--- src/design/tkst_pkg.sv ---
// Shared types and constants for the top-k score table.
package tkst_pkg;

    localparam int KEY_W             = 64;
    localparam int SCORE_W           = 24;
    localparam int RANK_W            = 3;
    localparam int TABLE_ENTRIES_DEF = 5;
    localparam logic [7:0] RESET_CHAR_BASE = 8'h41;
    localparam int RESET_STEP        = 50;

    typedef struct packed {
        logic [KEY_W-1:0]   player_key;
        logic [SCORE_W-1:0] offered_score;
    } offer_t;

    typedef struct packed {
        logic [RANK_W-1:0]  rank_position;
        logic [KEY_W-1:0]   entry_key;
        logic [SCORE_W-1:0] entry_score;
        logic               accepted;
        logic               last_entry;
    } result_t;

    typedef struct packed {
        logic [KEY_W-1:0]   key;
        logic [SCORE_W-1:0] score;
    } entry_t;

    // Passed from a cell to the cell below it during an update
    typedef struct packed {
        entry_t r;      // entry after removal of the replaced slot
        logic   g;      // removed-table entry scores below the candidate
        logic   past;   // at or below the removed slot
    } link_t;

    typedef enum logic [1:0] {
        CELL_HOLD,
        CELL_MATCH,
        CELL_UPDATE,
        CELL_ROTATE
    } cell_op_t;

    typedef enum logic [1:0] {
        ST_IDLE,
        ST_UPDATE,
        ST_EMIT
    } state_t;

endpackage

--- src/design/tkst_cell.sv ---
// One table position: holds an entry, compares it with an offer, shifts with neighbors.
module tkst_cell
    import tkst_pkg::*;
#(
    parameter logic [KEY_W-1:0]   RESET_KEY   = '0,
    parameter logic [SCORE_W-1:0] RESET_SCORE = '0,
    parameter bit                 IS_LAST     = 1'b0
)
(
    input  logic     clk,
    input  logic     rst_n,
    input  cell_op_t op,
    input  offer_t   probe,     // live offer, compared at accept
    input  offer_t   cand,      // latched offer, inserted on update
    input  entry_t   below,     // entry of the next lower position
    input  link_t    up_link,
    input  logic     sel,       // this slot is the one removed
    output entry_t   entry,
    output link_t    down_link,
    output logic     match,
    output logic     gt
);

    entry_t entry_reg, entry_next;
    logic   match_reg, match_next;
    logic   gt_reg, gt_next;
    entry_t r;
    logic   past;
    logic   g;

    always_comb
    begin
        past = up_link.past | sel;
        r    = past ? below : entry_reg;
        g    = IS_LAST || (r.score < cand.offered_score);
    end

    always_comb
    begin
        entry_next = entry_reg;
        match_next = match_reg;
        gt_next    = gt_reg;
        unique case (op)
            CELL_HOLD:
            begin
            end
            CELL_MATCH:
            begin
                match_next = (probe.player_key == entry_reg.key);
                gt_next    = (probe.offered_score > entry_reg.score);
            end
            CELL_UPDATE:
            begin
                if (!g)
                begin
                    entry_next = r;
                end
                else if (!up_link.g)
                begin
                    entry_next.key   = cand.player_key;
                    entry_next.score = cand.offered_score;
                end
                else
                begin
                    entry_next = up_link.r;
                end
            end
            CELL_ROTATE:
            begin
                entry_next = below;
            end
            default:
            begin
            end
        endcase
    end

    always_ff @(posedge clk or negedge rst_n)
    begin
        if (!rst_n)
        begin
            entry_reg.key   <= RESET_KEY;
            entry_reg.score <= RESET_SCORE;
        end
        else
        begin
            entry_reg <= entry_next;
        end
    end

    always_ff @(posedge clk)
    begin
        match_reg <= match_next;
        gt_reg    <= gt_next;
    end

    assign entry          = entry_reg;
    assign match          = match_reg;
    assign gt             = gt_reg;
    assign down_link.r    = r;
    assign down_link.g    = g;
    assign down_link.past = past;

endmodule

--- src/design/top_k_score_table.sv ---
// Top level of the top-k score table: cell chain, offer register and sequencer.
//
// Keeps TABLE_ENTRIES key/score entries in descending score order. An offer is
// taken when start is high and busy is low. The cycle after acceptance updates
// the table in one step if the offer wins a place; then the whole table comes
// out, one entry per cycle from position 0 down, each marked by result_valid
// for exactly one cycle, the final one with last_entry set. The receiver cannot
// stall the stream. A new offer is taken only once the whole table is out:
// the accept cycle, the update cycle, then the table rotating through cell 0 to
// the output. busy stays high from the update cycle through the final entry.
module top_k_score_table
    import tkst_pkg::*;
#(
    parameter int TABLE_ENTRIES = TABLE_ENTRIES_DEF
)
(
    input  logic    clk,
    input  logic    rst_n,
    input  logic    start,
    input  offer_t  offer,
    output logic    busy,
    output logic    result_valid,
    output result_t result
);

    localparam int N  = TABLE_ENTRIES;
    localparam int CW = $clog2(N);

    state_t state_reg, state_next;
    logic [CW-1:0] cnt_reg, cnt_next;
    offer_t offer_reg;
    logic   ge_last_reg;
    logic   accepted_reg, accepted_next;

    cell_op_t cell_op;
    entry_t   entries [N];
    link_t    links   [N+1];
    logic [N-1:0] match_vec;
    logic [N-1:0] gt_vec;
    logic [N-1:0] sel_vec;
    logic found;
    logic take;
    logic last_emit;
    logic [CW+2:0] rank_wide;

    assign links[0] = '0;

    genvar i;
    generate
        for (i = 0; i < N; i++)
        begin : g_cell
            localparam logic [7:0] RCHAR = 8'(RESET_CHAR_BASE + 8'(N - 1 - i));
            localparam logic [KEY_W-1:0] RKEY =
                {{(KEY_W-24){1'b0}}, RCHAR, RCHAR, RCHAR};
            localparam logic [SCORE_W-1:0] RSCORE = SCORE_W'(RESET_STEP * (N - i));

            tkst_cell #(
                .RESET_KEY   (RKEY),
                .RESET_SCORE (RSCORE),
                .IS_LAST     (i == N - 1)
            ) u_cell (
                .clk       (clk),
                .rst_n     (rst_n),
                .op        (cell_op),
                .probe     (offer),
                .cand      (offer_reg),
                .below     (entries[(i + 1) % N]),
                .up_link   (links[i]),
                .sel       (sel_vec[i]),
                .entry     (entries[i]),
                .down_link (links[i+1]),
                .match     (match_vec[i]),
                .gt        (gt_vec[i])
            );

            // removed slot: the matching key, or the lowest entry for a new key
            assign sel_vec[i] = found ? match_vec[i] : (i == N - 1);
        end
    endgenerate

    assign found     = |match_vec;
    assign take      = found ? |(match_vec & gt_vec) : ge_last_reg;
    assign last_emit = (cnt_reg == CW'(N - 1));

    // next state
    always_comb
    begin
        state_next    = state_reg;
        cnt_next      = cnt_reg;
        accepted_next = accepted_reg;
        unique case (state_reg)
            ST_IDLE:
            begin
                if (start)
                begin
                    state_next = ST_UPDATE;
                end
            end
            ST_UPDATE:
            begin
                accepted_next = take;
                cnt_next      = '0;
                state_next    = ST_EMIT;
            end
            ST_EMIT:
            begin
                if (last_emit)
                begin
                    cnt_next   = '0;
                    state_next = ST_IDLE;
                end
                else
                begin
                    cnt_next = cnt_reg + 1'b1;
                end
            end
            default:
            begin
                state_next = ST_IDLE;
            end
        endcase
    end

    // outputs
    always_comb
    begin
        busy         = 1'b1;
        result_valid = 1'b0;
        cell_op      = CELL_HOLD;
        unique case (state_reg)
            ST_IDLE:
            begin
                busy    = 1'b0;
                cell_op = start ? CELL_MATCH : CELL_HOLD;
            end
            ST_UPDATE:
            begin
                cell_op = take ? CELL_UPDATE : CELL_HOLD;
            end
            ST_EMIT:
            begin
                result_valid = 1'b1;
                cell_op      = CELL_ROTATE;
            end
            default:
            begin
            end
        endcase
    end

    always_ff @(posedge clk or negedge rst_n)
    begin
        if (!rst_n)
        begin
            state_reg    <= ST_IDLE;
            cnt_reg      <= '0;
            accepted_reg <= 1'b0;
        end
        else
        begin
            state_reg    <= state_next;
            cnt_reg      <= cnt_next;
            accepted_reg <= accepted_next;
        end
    end

    always_ff @(posedge clk)
    begin
        if (start && !busy)
        begin
            offer_reg   <= offer;
            ge_last_reg <= (offer.offered_score >= entries[N-1].score);
        end
    end

    assign rank_wide = {3'b000, cnt_reg};

    always_comb
    begin
        result.rank_position = rank_wide[RANK_W-1:0];
        result.entry_key     = entries[0].key;
        result.entry_score   = entries[0].score;
        result.accepted      = accepted_reg;
        result.last_entry    = last_emit;
    end

    // keys in the table stay unique, so at most one cell matches
    assert property (@(posedge clk) disable iff (!rst_n)
        (state_reg == ST_UPDATE) |-> $onehot0(match_vec))
        else $error("more than one table key matched the offer");

    assert property (@(posedge clk) disable iff (!rst_n)
        (start && !busy) |=> (busy && !result_valid))
        else $error("result emitted in the update cycle");

    assert property (@(posedge clk) disable iff (!rst_n)
        (result_valid && result.last_entry) |=> !busy)
        else $error("block still busy after the final entry");

    assert property (@(posedge clk) disable iff (!rst_n)
        (result_valid && !result.last_entry) |=> (result_valid &&
            result.accepted == $past(result.accepted)))
        else $error("entry stream broken or accepted flag changed");

endmodule

--- config.mk ---
export PLATFORM = sky130hd
export DESIGN_NAME = top_k_score_table
export DESIGN_NICKNAME = d
export VERILOG_FILES = /design/src/design/tkst_pkg.sv /design/src/design/tkst_cell.sv /design/src/design/top_k_score_table.sv
export SDC_FILE = /design/constraint.sdc
export NUM_CORES = 2
export LEC_CHECK = 0
export BUFFER_PORTS_ARGS = -buffer_cell sky130_fd_sc_hd__buf_2
export CAP_MARGIN = 20
export CORE_ASPECT_RATIO = 0.75
export CORE_MARGIN = 4
export CORE_UTILIZATION = 31
export CTS_CLUSTER_SIZE = 25
export DETAILED_ROUTE_END_ITERATION = 6
export GPL_TIMING_DRIVEN = 0
export HOLD_SLACK_MARGIN = 0.08
export SETUP_SLACK_MARGIN = 0.5
export SLEW_MARGIN = 15
export SYNTH_ARGS = -nofsm -noshare
export SYNTH_HDL_FRONTEND = slang
export SYNTH_SLANG_ARGS = --single-unit
--- constraint.sdc ---
create_clock -name clk -period 9.7 [get_ports clk]
set_input_delay 1.94 -clock clk [delete_from_list [all_inputs] [get_ports clk]]
set_output_delay 1.94 -clock clk [all_outputs]
set_load 0.02 [all_outputs]
### Word level (Yosys, flattened, before mapping)

Index checks and enable logic that the tools add are counted.
Widths: inputs -> output; s select.

| storage, ports and cells | value |
|---|---|
| register bits after elaboration | 545 |
| logic and storage cells | 93 |
| input bits | 91 |
| output and inout port bits | 95 |

| cells by class | value |
|---|---|
| bitwise operators | 4 |
| reduce and logical (&&, ||, !) cells | 7 |
| equality and inequality tests | 13 |
| multiplexer cells | 32 |
| $add $sub $neg | 1 |
| $lt $le $gt $ge | 10 |

Operators with widths:

| kind | number |
|---|---|
| $mux 88 | 12 |
| $pmux 88 s2 | 5 |
| $eq 64x64->1 | 5 |
| $gt 24x24->1 | 5 |
| $lt 24x24->1 | 4 |
| $ge 24x24->1 | 1 |
| $pmux 2 s3 | 2 |
| $reduce_or 5->1 | 2 |
| $mux 1 | 8 |
| $eq 2x2->1 const B | 3 |
| $mux 2 | 3 |
| $pmux 3 s2 | 1 |
| $and 5x5->5 | 1 |
| $eq 2x1->1 const B | 2 |
| $ne 2x2->1 const B | 2 |
| $reduce_bool 2->1 | 2 |
| $add 3x1->3 const B | 1 |
| $eq 3x3->1 const B | 1 |
| $mux 3 | 1 |
| $or 1x1->1 | 3 |
| $logic_not 2->1 | 1 |
| $reduce_and 2->1 | 1 |
| $logic_and 1x1->1 | 1 |

### Longest topological paths before layout

| depth | value |
|---|---|
| depth in word-level cells | 9 |
| gate-level depth with buffers | 18 |
| mapped depth without buffers | 11 |

### Hierarchy

A second synthesis with hierarchy kept.

| second synthesis, totals | value |
|---|---|
| cells, all modules | 5,502 |
| area total of the unflattened synthesis | 48,191.2 um^2 |

Modules (own cells, without submodules):

| module | cells an instance | times used | sequential area each (um^2) | area an instance (um^2) |
|---|---|---|---|---|
| tkst_cell at g_cell[3].u_cell | 1,165 | 1 | 2,273.4 | 9,404.0 |
| tkst_cell at g_cell[2].u_cell | 1,117 | 1 | 2,278.4 | 9,251.4 |
| tkst_cell at g_cell[0].u_cell | 1,096 | 1 | 2,280.9 | 9,178.8 |
| tkst_cell at g_cell[1].u_cell | 1,096 | 1 | 2,273.4 | 9,171.3 |
| tkst_cell at g_cell[4].u_cell | 805 | 1 | 2,273.4 | 7,472.2 |
| top_k_score_table | 223 | 1 | 2,822.7 | 3,713.6 |

### Least setup slack after synthesis

Ideal clock, no wire load.

| timing path | value |
|---|---|
| path type | input to register |
| start point | in start |
| end point | reg g_cell[3].u_cell.entry_reg (netlist bit g_cell[3].u_cell.entry[10]) |
| arrival | 7.314 ns |
| required time | 9.574 ns |
| setup time | 0.126 ns |
| slack | 2.259 ns |
| stages on the path | 10 |
| path buffers | 3 |
| cells stage by stage | inv_1 > nor2_1 > a211o_1 > buf_2 > nor2_4 > nand2_1 > clkbuf_1 > clkbuf_1 > nor2_1 > a221o_1 |

| between the ends | value |
|---|---|
| cells in the longest elaborated chain, start to end | 4 |
| elaborated cells on any way between the ends | 6 |
| classes of those cells | eq/ne (2); mux (3); reduce/logical (1) |

Ends and longest elaborated chain:

| item | line | source |
|---|---|---|
| from (decl) | top_k_score_table.sv:19 | `input logic start,` |
| $mux 1 * | top_k_score_table.sv:134 | `cell_op = start ? CELL_MATCH : CELL_HOLD;` |
| $pmux 2 s3 * | top_k_score_table.sv:130 | `unique case (state_reg)` |
| $eq 2x2->1 | tkst_cell.sv:43 | `unique case (op)` |
| $pmux 88 s2 / $reduce_bool 2->1 (equally long branches) | - |  |
| to (signal assigned) | tkst_cell.sv:87 | `entry_reg <= entry_next;` |
| to (decl) | tkst_cell.sv:24 | `entry_t entry_reg, entry_next;` |

Every way passes the cells marked *; elsewhere a longest branch is shown, timed or not.
A chain may end at the register's enable or synchronous reset.

### Worst setup path in the final report

| timing path | value |
|---|---|
| start point | reg g_cell[1].u_cell.match_reg |
| end point | reg g_cell[1].u_cell.entry_reg (netlist bit g_cell[1].u_cell.entry[18]) |

| between the ends | value |
|---|---|
| cells in the longest elaborated chain, start to end | 7 |
| elaborated cells on any way between the ends | 19 |
| classes of those cells | order compare (2); eq/ne (2); mux (10); bitwise (2); reduce/logical (3) |

Ends and longest elaborated chain:

| item | line | source |
|---|---|---|
| from (decl) | tkst_cell.sv:25 | `logic match_reg, match_next;` |
| from (signal assigned) | tkst_cell.sv:93 | `match_reg <= match_next;` |
| $reduce_or 5->1 / $and 5x5->5 (equally long branches) | top_k_score_table.sv:81, top_k_score_table.sv:82 |  |
| $mux 1 / $reduce_or 5->1 (equally long branches) | top_k_score_table.sv:77, top_k_score_table.sv:82 |  |
| $mux 88 (tied with other cells) | tkst_cell.sv:34 | `r = past ? below : entry_reg;` |
| $lt 24x24->1 (tied with other cells) | tkst_cell.sv:35 | `g = IS_LAST \|\| (r.score < cand.offered_score);` |
| $mux 88 (tied with other cells) | tkst_cell.sv:58 | `else if (!up_link.g)` |
| $mux 88 / $eq 2x2->1 (equally long branches) | tkst_cell.sv:54, tkst_cell.sv:43 |  |
| $pmux 88 s2 / $reduce_bool 2->1 (equally long branches) | - |  |
| to (signal assigned) | tkst_cell.sv:87 |  |
| to (decl) | tkst_cell.sv:24 |  |

Parallel ways exist; a longest one is shown, timed or not.

==> metrics <==
Post-CTS Setup Bufs=0; first-pass GRT wire length=around 290000 um; Mapped Cells=4590; max_slew headroom=under 10%; Bufs on Longest Clock Path=3; NumNets Final=roughly 5200; hold_buf cts=0; GPL Wtd Cong=1.07; final period utilization=about three quarters; row cnt=113; CTS buffer count=69; Clk network pwr share=between 10% and 20%; pwr/cell area=428 nW/um^2; Final Util=36.0%; Initial Util=31.4%; count of input and output buffers=185; crit path launch type=flip-flop; RSZ-0062 raised after global routing=no; area of the multi-input gates=22900 um^2; drt wl/cell=31.5 um; Power Total=0.0196 W; Max Slew Vio Count=0; DRT iter0 DRCs=7102; dpl ws=2.40 ns; initial antenna violation count=13; violated checks=DRC; router iterations before antenna repair=7; switching share of power=54.5%; Max Clock Freq=between 100 and 150 MHz; Max Cap Viol=0; number of global-route vias before repair=about 38000; Post-synth EDFFs=about 100; ys async rst share=between 80% and 90%; worst skew pair latency=0.67 ns; Worst-path clk slew=roughly 0.06 ns; status=complete, but fails checks; area added between synthesis and finish=14.9%; min cycle time layout=7.44 ns; Top FF cell, synth=dfrtp_1; TNS Setup=0 ns; crit path kind=flip-flop to flip-flop; syn avg cell area=just under 9 um^2; post-route ant nets=0; final setup fails=0; Residual DRC=9; min-delay worst type=flip-flop to flip-flop; clock skew=0.0267 ns; Post-Syn Nets=4900; post_cts resized=0; synth unique cells=67; Comb power frac=59.7%; P_sw=0.0107 W; mapped cell area=about 40000 um^2; Critical Path AT=8.02 ns; critical-path maximum fanout=10; Detailed Route WL=208000 um; drt via density=6.29; # fillers=13100; number of flip-flops in the largest register=440; H-tree depth=3; CTS sink cnt=about 550; share of cells above drive strength 1=12.6%; TritonCTS clock tree=yes; Die Area=135000 um^2; Fin Hold WS=0.516 ns; Critical Path RT=10.27 ns; Synth Register Bits=545; Die W=422 um; Critical Path End Type=flip-flop; CTS root buf=clkbuf_16; total track usage=29.6%; I/O pin cnt=around 190; final hold vios=0; Ys Warns=0; routed vias=between 40000 and 50000; Seq pwr share=26.2%; Lkg Pwr=20.0 nW; cell internal pwr=0.00892 W; Seq/Total Area, Yosys=35.6%; die height=319 um; worst vdd ir=0.236 mV; gr ovfl total=0; worst slew pin tran=between 1 and 1.5 ns; HPWL after DPL=160000 um; largest net degree at the start of global routing=94; fin worst setup slack=2.26 ns; sequential standard cell area=14200 um^2; core area=127000 um^2
==> final timing paths <==
kind,startpoint,end,slack (ns),cells after the start
max in group asynchronous,rst_n,g_cell[4].u_cell.entry[16],7.11,3
min in group asynchronous,rst_n,g_cell[0].u_cell.entry[43],1.24,1
worst min-delay path,cnt_reg[2],cnt_reg[2],0.52,1
worst max-delay path,g_cell[1].u_cell.match,g_cell[1].u_cell.entry[18],2.26,20
worst max register to register,g_cell[1].u_cell.match,g_cell[1].u_cell.entry[18],2.26,20
worst min register to register,cnt_reg[2],cnt_reg[2],0.52,1
==> kinds of logic (layout without fill, tap and decap cells) <==
kind of cell	count (synthesis)	after routing	share of synthesized area [%]
DFF	545	545	35.6
muxes	179	179	4.50
AOI/OAI and AO/OA	1110	1110	21.4
and+or+nand+nor	1551	1551	17.3
adders and majority gates	219	219	6.86
xor gates and xnor gates	320	320	7.02
other	0	13	0
buffers and inverters	666	1006	7.27
==> critical path: stages, from the launching register on <==
cell             delay [ns]
edfxtp_1               0.35
buf_2                  0.19
nor2_1                 0.56
clkbuf_2               0.68
clkbuf_1               0.92
nand2_1                0.11
o21ai_0                0.29
ha_1                   0.37
nand4_1                0.10
a31oi_1                0.05
a2111oi_1              0.37
clkdlybuf4s18_2        0.33
o31ai_1                0.21
buf_2                  0.23
nor2_2                 0.23
buf_8                  0.22
o31a_1                 0.13
buf_2                  0.43
buf_2                  0.45
clkbuf_1               0.71
o221a_1                0.36
==> metrics by stage <==
| stage | instances | cell area (um^2) |
|---|---|---|
| 6_report | 6610 | 45900 |
| 5_1_grt | 6598 | 45800 |
| 4_1_cts | 6592 | 45800 |
| 3_5_place_dp | 6464 | 43400 |
| 3_3_place_gp | 6442 | 42900 |
| 2_1_floorplan | 4590 | 39900 |
==> power groups by stage <==
stage / Sequential, W / Clock (W) / Combinational (W)
3_5_place_dp: 0.00504 / 0 / 0.0111
5_1_grt: 0.00518 / 0.00286 / 0.0122
6_report: 0.00513 / 0.00277 / 0.0117
2_1_floorplan: 0.00434 / 0 / 0.00698
4_1_cts: 0.00501 / 0.00277 / 0.0112
3_3_place_gp: 0.00506 / 0 / 0.0108
==> cells in the final DEF (no fill, tap or decap), types with 73 or more instances in the layout <==
master     instances
clkbuf_1         335
a22oi_1           88
edfxtp_1          99
nor3_1           124
nor4_1            90
nor2_1           318
nand3_1          233
o21ai_0          199
ha_1             219
mux2i_1          176
o221a_2           84
buf_4             91
xor2_1           320
buf_2            232
dfrtp_1          391
clkbuf_16         73
a2111o_1          86
a21oi_1          214
a221o_1          176
o211ai_1          75
nand2_1          624
inv_1            175
==> per-layer routing <==
layer / track usage (%) / wire length, um / up-vias
met5: 1.42 / 368 / -
met1: 42.3 / 87100 / 20400
li1: - / - / 17400
met3: 11.6 / 31400 / 532
met2: 38.6 / 78300 / 3323
met4: 12.9 / 11200 / 18
==> area by class of cell <==
| class | instances | share of cell area (%) |
|---|---|---|
| repair buffers | 212 | 3.06 |
| clock buffers | 101 | 4.41 |
| inverters | 175 | 1.43 |
| well taps | 1667 | 4.55 |
| flip-flops and latches | 545 | 31.0 |
| multi-input cells | 3379 | 49.9 |
| plain buffers | 491 | 4.91 |
| diodes | 13 | 0.0709 |
| clock inverters | 27 | 0.652 |
==> synthesized netlist by cell type, drive strengths merged (6+ instances only) <==
library cell,count,share of area [%]
nand2,624,5.9
dfrtp,391,25
clkbuf,324,3.0
nor2,322,3.0
xor2,320,7.0
nand3,234,2.9
ha,219,6.9
a21oi,215,2.7
o21ai,201,2.5
a221o,176,4.4
mux2i,176,4.4
inv,175,1.6
buf,167,2.6
nor3,124,1.6
edfxtp,99,7.4
nor4,91,1.4
a22oi,88,1.7
o221a,87,2.5
a2111o,86,2.4
o211ai,75,1.4
a311oi,68,1.5
and3,64,1.0
nand4,60,0.94
dfstp,55,3.6
a21o,26,0.49
o221ai,24,0.53
o21a,13,0.24
nor2b,12,0.19
a211oi,10,0.21
o31ai,6,0.13
Note: power is estimated with default switching activity, not from simulation.
